==> config.mk <==
export PLATFORM = sky130hd
export DESIGN_NAME = locked_sensor_register_target_unit
export DESIGN_NICKNAME = d
export VERILOG_FILES = /design/src/rtl/core/lsrt_pkg.sv /design/src/rtl/core/lsrt_regs.sv /design/src/rtl/core/locked_sensor_register_target_unit.sv
export SDC_FILE = /design/constraint.sdc
export NUM_CORES = 1
export LEC_CHECK = 0
export ABC_AREA = 1
export BUFFER_PORTS_ARGS = -buffer_cell sky130_fd_sc_hd__buf_2
export CAP_MARGIN = 10
export CORE_UTILIZATION = 55
export DETAILED_ROUTE_END_ITERATION = 10
export PLACE_DENSITY = 0.74
export SYNTH_ARGS = -nofsm -noshare
export SYNTH_HDL_FRONTEND = slang
export SYNTH_SLANG_ARGS = --single-unit
==> constraint.sdc <==
create_clock -name aclk -period 5.7 [get_ports aclk]
set_input_delay 0.285 -clock aclk [delete_from_list [all_inputs] [get_ports aclk]]
set_output_delay 0.285 -clock aclk [all_outputs]
set_load 0.01 [all_outputs]
==> src/rtl/core/lsrt_pkg.sv <==
`default_nettype none

package lsrt_pkg;

    localparam int NUM_REGS = 12;
    localparam int PTR_W    = $clog2(NUM_REGS);

    // Bus and timer commands carried by one input item.
    typedef enum logic [2:0] {
        CMD_WR_START = 3'd0,
        CMD_WR_BYTE  = 3'd1,
        CMD_RD_START = 3'd2,
        CMD_RD_NEXT  = 3'd3,
        CMD_TICK     = 3'd4
    } cmd_t;

    typedef enum logic [1:0] {
        ACC_OK       = 2'd0,
        ACC_READ_ONLY = 2'd1,
        ACC_BAD_CODE = 2'd2
    } acc_t;

    // Configuration register indexes.
    localparam logic [1:0] CFG_SESSION = 2'd0;
    localparam logic [1:0] CFG_TIMEOUT = 2'd1;
    localparam logic [1:0] CFG_DELAY   = 2'd2;

    // Register map.
    localparam logic [PTR_W-1:0] ADDR_WHO      = PTR_W'(0);
    localparam logic [PTR_W-1:0] ADDR_CTRL     = PTR_W'(1);
    localparam logic [PTR_W-1:0] ADDR_STAT     = PTR_W'(2);
    localparam logic [PTR_W-1:0] ADDR_TEMP_LO  = PTR_W'(3);
    localparam logic [PTR_W-1:0] ADDR_TEMP_HI  = PTR_W'(4);
    localparam logic [PTR_W-1:0] ADDR_HUM_LO   = PTR_W'(5);
    localparam logic [PTR_W-1:0] ADDR_HUM_HI   = PTR_W'(6);
    localparam logic [PTR_W-1:0] ADDR_CONFIG   = PTR_W'(7);
    localparam logic [PTR_W-1:0] ADDR_SPARE    = PTR_W'(8);
    localparam logic [PTR_W-1:0] ADDR_SESSION  = PTR_W'(9);
    localparam logic [PTR_W-1:0] ADDR_KEY      = PTR_W'(10);
    localparam logic [PTR_W-1:0] ADDR_LOCKSTAT = PTR_W'(11);

    localparam logic [7:0]  WHO_AM_I_VALUE  = 8'h42;
    localparam logic [15:0] DATA_LOCKED     = 16'hFFFF;
    localparam logic [15:0] TIMEOUT_RESET   = 16'd5000;
    localparam logic [15:0] DELAY_RESET     = 16'd500;
    localparam logic [15:0] ELAPSED_MAX     = 16'hFFFF;

    typedef struct packed {
        logic [2:0]  command;
        logic [7:0]  data_byte;
        logic [15:0] temp_sample;
        logic [15:0] humid_sample;
    } item_t;

    typedef struct packed {
        logic [7:0] read_data;
        logic [1:0] access_status;
        logic       is_locked;
    } result_t;

    typedef struct packed {
        logic        wr;
        logic [1:0]  index;
        logic [15:0] data;
    } cfg_wr_t;

    // Byte modulo 12 by reciprocal: floor(b / 12) == (b * 171) >> 11 for any byte.
    function automatic logic [PTR_W-1:0] byte_mod_regs(input logic [7:0] b);
        logic [15:0] prod;
        logic [4:0]  quot;
        logic [7:0]  rem;
        prod = 16'(b) * 16'd171;
        quot = prod[15:11];
        rem  = b - 8'(quot) * 8'd12;
        return rem[PTR_W-1:0];
    endfunction

    function automatic logic [PTR_W-1:0] ptr_inc(input logic [PTR_W-1:0] p);
        return (p == PTR_W'(NUM_REGS - 1)) ? '0 : p + PTR_W'(1);
    endfunction

endpackage

`default_nettype wire

==> src/rtl/core/lsrt_regs.sv <==
`default_nettype none

module lsrt_regs (
    input  wire logic             aclk,
    input  wire logic             aresetn,
    input  wire lsrt_pkg::cfg_wr_t cfg,
    input  wire logic             step,
    input  wire lsrt_pkg::item_t  item,
    output lsrt_pkg::result_t     result
);
    import lsrt_pkg::*;

    logic [7:0]       session_reg;
    logic [15:0]      timeout_reg;
    logic [15:0]      delay_reg;

    logic [7:0]       ctrl1_reg,     ctrl1_next;
    logic [7:0]       config_reg,    config_next;
    logic [7:0]       spare_reg,     spare_next;
    logic [7:0]       unlock_reg,    unlock_next;
    logic [15:0]      temp_reg,      temp_next;
    logic [15:0]      humid_reg,     humid_next;
    logic             locked_reg,    locked_next;
    logic             ready_reg,     ready_next;
    logic [PTR_W-1:0] ptr_reg,       ptr_next;
    logic             addr_seen_reg, addr_seen_next;
    logic             measuring_reg, measuring_next;
    logic [15:0]      meas_el_reg,   meas_el_next;
    logic [15:0]      unl_el_reg,    unl_el_next;

    logic [PTR_W-1:0] rd_idx;
    logic [7:0]       rd_byte;
    logic [15:0]      meas_inc;

    always_comb begin
        case (rd_idx)
            ADDR_WHO:      rd_byte = WHO_AM_I_VALUE;
            ADDR_CTRL:     rd_byte = ctrl1_reg;
            ADDR_STAT:     rd_byte = {6'd0, locked_reg, ready_reg};
            ADDR_TEMP_LO:  rd_byte = temp_reg[7:0];
            ADDR_TEMP_HI:  rd_byte = temp_reg[15:8];
            ADDR_HUM_LO:   rd_byte = humid_reg[7:0];
            ADDR_HUM_HI:   rd_byte = humid_reg[15:8];
            ADDR_CONFIG:   rd_byte = config_reg;
            ADDR_SPARE:    rd_byte = spare_reg;
            ADDR_SESSION:  rd_byte = session_reg;
            ADDR_KEY:      rd_byte = unlock_reg;
            ADDR_LOCKSTAT: rd_byte = {7'd0, locked_reg};
            default:       rd_byte = 8'd0;
        endcase
    end

    always_comb begin
        ctrl1_next     = ctrl1_reg;
        config_next    = config_reg;
        spare_next     = spare_reg;
        unlock_next    = unlock_reg;
        temp_next      = temp_reg;
        humid_next     = humid_reg;
        locked_next    = locked_reg;
        ready_next     = ready_reg;
        ptr_next       = ptr_reg;
        addr_seen_next = addr_seen_reg;
        measuring_next = measuring_reg;
        meas_el_next   = meas_el_reg;
        unl_el_next    = unl_el_reg;
        rd_idx         = ptr_reg;
        meas_inc       = meas_el_reg;
        result         = '0;

        case (item.command)
            CMD_WR_START: begin
                addr_seen_next = 1'b0;
            end
            CMD_WR_BYTE: begin
                if (!addr_seen_reg) begin
                    ptr_next       = byte_mod_regs(item.data_byte);
                    addr_seen_next = 1'b1;
                end else begin
                    case (ptr_reg)
                        ADDR_CTRL: begin
                            ctrl1_next = item.data_byte;
                            if (item.data_byte[0] && !locked_reg && !measuring_reg) begin
                                measuring_next = 1'b1;
                                meas_el_next   = '0;
                                ready_next     = 1'b0;
                            end
                        end
                        ADDR_CONFIG: config_next = item.data_byte;
                        ADDR_SPARE:  spare_next  = item.data_byte;
                        ADDR_KEY: begin
                            unlock_next = item.data_byte;
                            if (item.data_byte == session_reg) begin
                                locked_next = 1'b0;
                                unl_el_next = '0;
                            end else begin
                                result.access_status = ACC_BAD_CODE;
                            end
                        end
                        default: result.access_status = ACC_READ_ONLY;
                    endcase
                    ptr_next = ptr_inc(ptr_reg);
                end
            end
            CMD_RD_START: begin
                result.read_data = rd_byte;
            end
            CMD_RD_NEXT: begin
                rd_idx           = ptr_inc(ptr_reg);
                ptr_next         = rd_idx;
                result.read_data = rd_byte;
            end
            CMD_TICK: begin
                // The relock check runs first, so a relock cancels a pending measurement.
                if (!locked_reg) begin
                    if (unl_el_reg >= timeout_reg) begin
                        locked_next    = 1'b1;
                        ready_next     = 1'b0;
                        temp_next      = DATA_LOCKED;
                        humid_next     = DATA_LOCKED;
                        measuring_next = 1'b0;
                    end else begin
                        unl_el_next = unl_el_reg + 16'd1;
                    end
                end
                if (measuring_next) begin
                    meas_inc     = (meas_el_reg != ELAPSED_MAX) ? meas_el_reg + 16'd1
                                                                 : meas_el_reg;
                    meas_el_next = meas_inc;
                    if (meas_inc >= delay_reg) begin
                        temp_next      = item.temp_sample;
                        humid_next     = item.humid_sample;
                        ready_next     = 1'b1;
                        measuring_next = 1'b0;
                    end
                end
            end
            default: ;
        endcase
        result.is_locked = locked_next;
    end

    always_ff @(posedge aclk) begin
        if (!aresetn) begin
            session_reg   <= 8'd0;
            timeout_reg   <= TIMEOUT_RESET;
            delay_reg     <= DELAY_RESET;
            ctrl1_reg     <= 8'd0;
            config_reg    <= 8'd0;
            spare_reg     <= 8'd0;
            unlock_reg    <= 8'd0;
            temp_reg      <= DATA_LOCKED;
            humid_reg     <= DATA_LOCKED;
            locked_reg    <= 1'b1;
            ready_reg     <= 1'b0;
            ptr_reg       <= '0;
            addr_seen_reg <= 1'b0;
            measuring_reg <= 1'b0;
            meas_el_reg   <= '0;
            unl_el_reg    <= '0;
        end else begin
            if (cfg.wr) begin
                case (cfg.index)
                    CFG_SESSION: session_reg <= cfg.data[7:0];
                    CFG_TIMEOUT: timeout_reg <= cfg.data;
                    CFG_DELAY:   delay_reg   <= cfg.data;
                    default: ;
                endcase
            end
            if (step) begin
                ctrl1_reg     <= ctrl1_next;
                config_reg    <= config_next;
                spare_reg     <= spare_next;
                unlock_reg    <= unlock_next;
                temp_reg      <= temp_next;
                humid_reg     <= humid_next;
                locked_reg    <= locked_next;
                ready_reg     <= ready_next;
                ptr_reg       <= ptr_next;
                addr_seen_reg <= addr_seen_next;
                measuring_reg <= measuring_next;
                meas_el_reg   <= meas_el_next;
                unl_el_reg    <= unl_el_next;
            end
        end
    end

endmodule

`default_nettype wire

==> src/rtl/core/locked_sensor_register_target_unit.sv <==
// Locked sensor register target: a twelve-register byte-bus target with an unlock
// session and a timed measurement.
// Input channel (s_valid/s_ready): one item is a bus command (write start, write
// byte, read start, read next) or a timer tick, with the sensor samples.
// Result channel (m_valid/m_ready): exactly one result item per input item, in
// order, giving the read byte, the access status and the lock state afterwards.
// Configuration channel (cfg_valid/cfg_ready): always ready; index 0 session code,
// 1 lock timeout in ticks, 2 measurement delay in ticks. Write it only while idle.
// An accepted item is held in an input register, processed combinationally and
// written into the result register as it moves on, which a stalled receiver can
// delay. Throughput is one item per cycle while the receiver does not stall, set
// by the register update between the input and result registers.
// When the receiver stalls, the result is held and the input register still takes
// one more item; s_ready then falls until m_ready returns.
// Reset (aresetn low, synchronous) empties both registers, relocks the device,
// restores the register map and sets the timeout to 5000 and the delay to 500.
`default_nettype none

module locked_sensor_register_target_unit (
    input  wire logic        aclk,
    input  wire logic        aresetn,
    input  wire logic        s_valid,
    output logic             s_ready,
    input  wire logic [2:0]  s_command,
    input  wire logic [7:0]  s_data_byte,
    input  wire logic [15:0] s_temp_sample,
    input  wire logic [15:0] s_humid_sample,
    output logic             m_valid,
    input  wire logic        m_ready,
    output logic [7:0]       m_read_data,
    output logic [1:0]       m_access_status,
    output logic             m_is_locked,
    input  wire logic        cfg_valid,
    output logic             cfg_ready,
    input  wire logic [1:0]  cfg_index,
    input  wire logic [15:0] cfg_data
);
    import lsrt_pkg::*;

    logic    in_vld_reg;
    item_t   in_item_reg;
    logic    out_vld_reg;
    result_t out_res_reg;
    result_t step_res;
    cfg_wr_t cfg_wr;
    logic    advance;

    assign advance   = in_vld_reg && (!out_vld_reg || m_ready);
    assign s_ready   = !in_vld_reg || advance;
    assign cfg_ready = 1'b1;
    assign cfg_wr    = '{wr: cfg_valid, index: cfg_index, data: cfg_data};

    lsrt_regs u_regs (
        .aclk    (aclk),
        .aresetn (aresetn),
        .cfg     (cfg_wr),
        .step    (advance),
        .item    (in_item_reg),
        .result  (step_res)
    );

    always_ff @(posedge aclk) begin
        if (!aresetn) begin
            in_vld_reg  <= 1'b0;
            out_vld_reg <= 1'b0;
        end else begin
            if (s_valid && s_ready) begin
                in_vld_reg <= 1'b1;
            end else if (advance) begin
                in_vld_reg <= 1'b0;
            end
            if (advance) begin
                out_vld_reg <= 1'b1;
            end else if (m_ready) begin
                out_vld_reg <= 1'b0;
            end
        end
        if (s_valid && s_ready) begin
            in_item_reg <= '{command: s_command, data_byte: s_data_byte,
                             temp_sample: s_temp_sample, humid_sample: s_humid_sample};
        end
        if (advance) begin
            out_res_reg <= step_res;
        end
    end

    assign m_valid         = out_vld_reg;
    assign m_read_data     = out_res_reg.read_data;
    assign m_access_status = out_res_reg.access_status;
    assign m_is_locked     = out_res_reg.is_locked;

    // Input is refused only when both registers are full and the result is stalled.
    a_ready_only_when_full: assert property (@(posedge aclk) disable iff (!aresetn)
        !s_ready |-> (in_vld_reg && out_vld_reg && !m_ready))
        else $error("s_ready low while a register is free");

    // A held item in the input stage stays until it moves on.
    a_item_held: assert property (@(posedge aclk) disable iff (!aresetn)
        (in_vld_reg && !advance) |=> (in_vld_reg && $stable(in_item_reg)))
        else $error("input item lost while stalled");

    a_status_code: assert property (@(posedge aclk) disable iff (!aresetn)
        m_valid |-> (m_access_status == ACC_OK || m_access_status == ACC_READ_ONLY
                     || m_access_status == ACC_BAD_CODE))
        else $error("invalid access status");

    // A stalled result is not overwritten.
    a_result_held: assert property (@(posedge aclk) disable iff (!aresetn)
        (out_vld_reg && !m_ready) |=> (out_vld_reg && $stable(out_res_reg)))
        else $error("result overwritten while stalled");

endmodule

`default_nettype wire

==> summary.md <==
| Metric | Value |
|---|---|
| Routed vias | between 10000 and 15000 |
| Post_cts resized | 0 |
| Max FFs per register | 43 |
| Critical Path Sink Type | register |
| Post-route ant nets | 0 |
| Vias in the first global route | between 9000 and 10000 |
| Final Util | slightly above 60% |
| CP Launch Type | register |
| Slew @ Worst Pin | just over 1 ns |
| Sequential area share after synthesis | between 40% and 50% |
| Register bit total from synthesis | 200 |
| Full die area | around 21000 um2 |
| Area growth, synth to finish | 9.67% |
| Crit path max fanout | 11 |
| Post-synthesis mux area share | 0% |
| CTS buffer count | 17 |
| Die Span Y | between 100 and 150 um |
| Clock-pin slew on the worst setup and hold paths | around 0.08 ns |
| Iteration-0 DRC Markers | about 800 |
| Wire per inst | 14.3 um |
| Synth Area in XOR/XNOR | 1.93% |
| Final nets | 1721 |
| DRT Wirelength | approximately 27000 um |
| Combinational family with the most area after synthesis | simple AND/OR/NAND/NOR gates |
| Compound-Gate Fraction of Synth Area | about 13% |
| Top-Level Pins | 80 |
| Hold Path Origin | s_temp_sample[13] |
| Maximum VDD drop | about 0.00022 V |
| First-pass GRT wire length | 44100 um |
| Fin crit period | approximately 4.5 ns |
| Power Dens Cells | around 260 nW/um2 |
| Cell taking the most area after synthesis | dfxtp_1 |
| Tightest Hold Check Type | in -> reg |
| DR DRC count | 0 |
| Hold Path Cell Cnt | 1 |
| Achievable Freq | between 200 and 250 MHz |
| IO buf count | just under 80 |
| Ys Warns | 0 |
| Critical path class | reg -> reg |
| Simple-gate area share of the yosys netlist | ~28% |
| GPL Wtd Cong | 0.953 |
| Largest net degree at the start of global routing | 96 |
| Chip width | ~150 um |
| CTS root buf | clkbuf_16 |
| Deepest level of the CTS H-tree | 4 |
| All-Layer GR Usage | 25.7% |
| Max_slew headroom | just over 30% |
| Total clock sinks | 200 |
| Mapped Cells | roughly 1500 |
| Final period utilization | slightly below 80% |
| FP Rows | 52 |
| R2R depth | 21 |
| Adder-Cell Fraction of Synth Area | around a tenth |
| Initial antenna violation count | 0 |
| Worst r2r src | in_item_reg[33] |
| Filler Cell Count | 1811 |
| Critical path data arrival time | ~5 ns |
| Max clock buf depth | 2 |
| DR pass1 iterations | 6 |
| Syn Nets | 1678 |
| Antenna diode count | 0 |
| Number of max-cap violations | 0 |
| Reg-to-reg slack, setup | approximately 1.2 ns |
| Status | complete, no violations |
| Avg Cell Area, Syn | ~7.4 um2 |
| Top post-synthesis cells by area | dfxtp_1 (26%), edfxtp_1 (14%), nand2_1 (13%) |
| CTS tree | done |
| Initial Util | 55.9% |
| Pleak | 0.00541 uW |
| Hold endpoint | in_item_reg[29] |
| RSZ-0062 raised after global routing | false |
| Layout cell share with drive strength beyond 1 | roughly a tenth |
| Final hold violation count | 0 |
| Reg2reg end | u_regs.ptr_reg[3] |
| Final setup vio count | 0 |
| Share of the synthesized area in the top cell type | between 20% and 30% |
| Critical Path RT | roughly 6 ns |
| DP HPWL | about 19000 um |
| Slew Viols, Final | 0 |
| Yosys cell types | 43 |
| Clk Latency, worst-skew pair | about 0.44 ns |
| Gr ovfl total | 0 |
| Mapped Area | 11300 um2 |
| Fin Setup TNS | 0 ns |
| Detailed-route vias per instance | approximately 5.4 |
| Core area | roughly 20000 um2 |
| Clk_skew | between 0.01 and 0.015 ns |
[cell usage in the layout (no fill, tap or decap), types with 28 or more instances in the layout]
master | netlist | layout
nand3_1 | 120 | 120
dfxtp_1 | 146 | 146
inv_1 | 155 | 154
nand4_1 | 28 | 28
ha_1 | 70 | 70
nor2_1 | 149 | 149
buf_2 | 22 | 78
o21ai_0 | 82 | 82
edfxtp_1 | 54 | 54
nand2_1 | 385 | 385
a21oi_1 | 155 | 155
[how the worst max path moves through the flow]
stage / start / endpoint / slack (ns) / cells after the start
2_1_floorplan: in_item_reg[35] / u_regs.ptr_reg[3] / 1.60 / 23
3_3_place_gp: in_item_reg[33] / u_regs.ptr_reg[3] / 1.31 / 23
3_5_place_dp: in_item_reg[33] / u_regs.ptr_reg[3] / 1.18 / 21
4_1_cts: in_item_reg[33] / u_regs.ptr_reg[3] / 1.17 / 21
5_1_grt: in_item_reg[33] / u_regs.ptr_reg[3] / 0.81 / 21
6_report: in_item_reg[33] / u_regs.ptr_reg[3] / 1.18 / 21
[layout make-up]
class	count	area (um2)	share of cell area, %
flip-flops and latches	200	4540	36.6
inverters	165	619	4.99
clock inverters	14	140	1.13
clock buffers	18	439	3.54
well taps	270	338	2.72
repair buffers	86	453	3.65
multi-input cells	1104	5880	47.4
[cells by family (layout without fill, tap and decap cells)]
family / Yosys count / in the layout
and+or+nand+nor: 727 / 727
DFF: 200 / 200
adders and majority gates: 81 / 81
AOI/OAI and AO/OA: 270 / 270
buffers and inverters: 227 / 283
other: 1 / 1
xor gates and xnor gates: 25 / 25
[repair_timing]
| item | in CTS | in global routing |
|---|---|---|
| setup buffers | 0 | 0 |
| hold endpoints to repair | 0 | 1 |
| hold buffers | 0 | 1 |
[worst max-delay path, stage by stage, from the launching register on]
cell	delay (ns)
edfxtp_1	0.57
ha_1	0.40
fa_1	0.49
fa_1	0.52
inv_1	0.06
fa_1	0.52
inv_1	0.04
ha_1	0.31
a21oi_1	0.14
o21ai_0	0.08
nor2_1	0.12
nand3_1	0.09
nand2_1	0.10
inv_1	0.06
ha_1	0.18
xnor2_1	0.18
nand3_1	0.14
nand2_1	0.09
nand2_1	0.06
nand3_1	0.09
nand3_1	0.08
a21oi_1	0.12
[cells in the mapped netlist]
master	n
buf_4	2
ha_1	70
nand2_2	2
xor2_1	21
a31oi_1	1
nor3b_1	2
o21ai_2	2
edfxtp_1	54
inv_1	155
nor2_4	9
nand4_1	28
a31o_2	1
a311oi_1	1
and2_1	1
dfxtp_1	146
nor2_1	149
a21oi_1	155
buf_2	22
buf_6	1
o211ai_1	13
nor4_1	1
buf_1	5
o21ai_0	82
inv_2	9
nor2_2	4
o21a_1	4
o21ai_1	5
conb_1	1
clkinv_1	1
nand3_1	120
nand2_4	2
o21ai_4	2
nor3_1	16
clkbuf_1	32
nand3b_1	1
nand2_1	385
xnor2_1	4
a21oi_2	1
or2_2	3
o21bai_1	2
fa_1	11
nand3_2	4
a21o_1	1
[power breakdown]
group	internal [uW]	leakage [uW]	switching (uW)
Combinational	183	0.00342	305
Sequential	1510	0.00171	34.3
Clock	625	0.000278	566
Total	2310	0.00541	906
[per-stage QoR]
stage	cells	total power [uW]	hold slack, ns	area (um2)	setup slack, ns
2_1_floorplan	1531	1930	0.384	11300	1.60
3_3_place_gp	1824	2040	0.451	11800	1.31
3_5_place_dp	1824	2060	0.453	11800	1.18
4_1_cts	1856	3230	0.00331	12400	1.17
5_1_grt	1857	3370	0.000361	12400	0.808
6_report	1857	3220	0.0139	12400	1.18
[routing by layer]
| metal | share of wire [%] | up-vias | global-route usage (%) |
|---|---|---|---|
| met2 | 48 | 321 | 42.8 |
| met5 | 0 | - | 0 |
| met3 | 5.6 | 47 | 4.04 |
| met4 | 1.9 | 0 | 9.00 |
| li1 | - | 5113 | - |
| met1 | 44 | 4590 | 33.9 |
No activity file was read; power rests on OpenSTA's default activity.
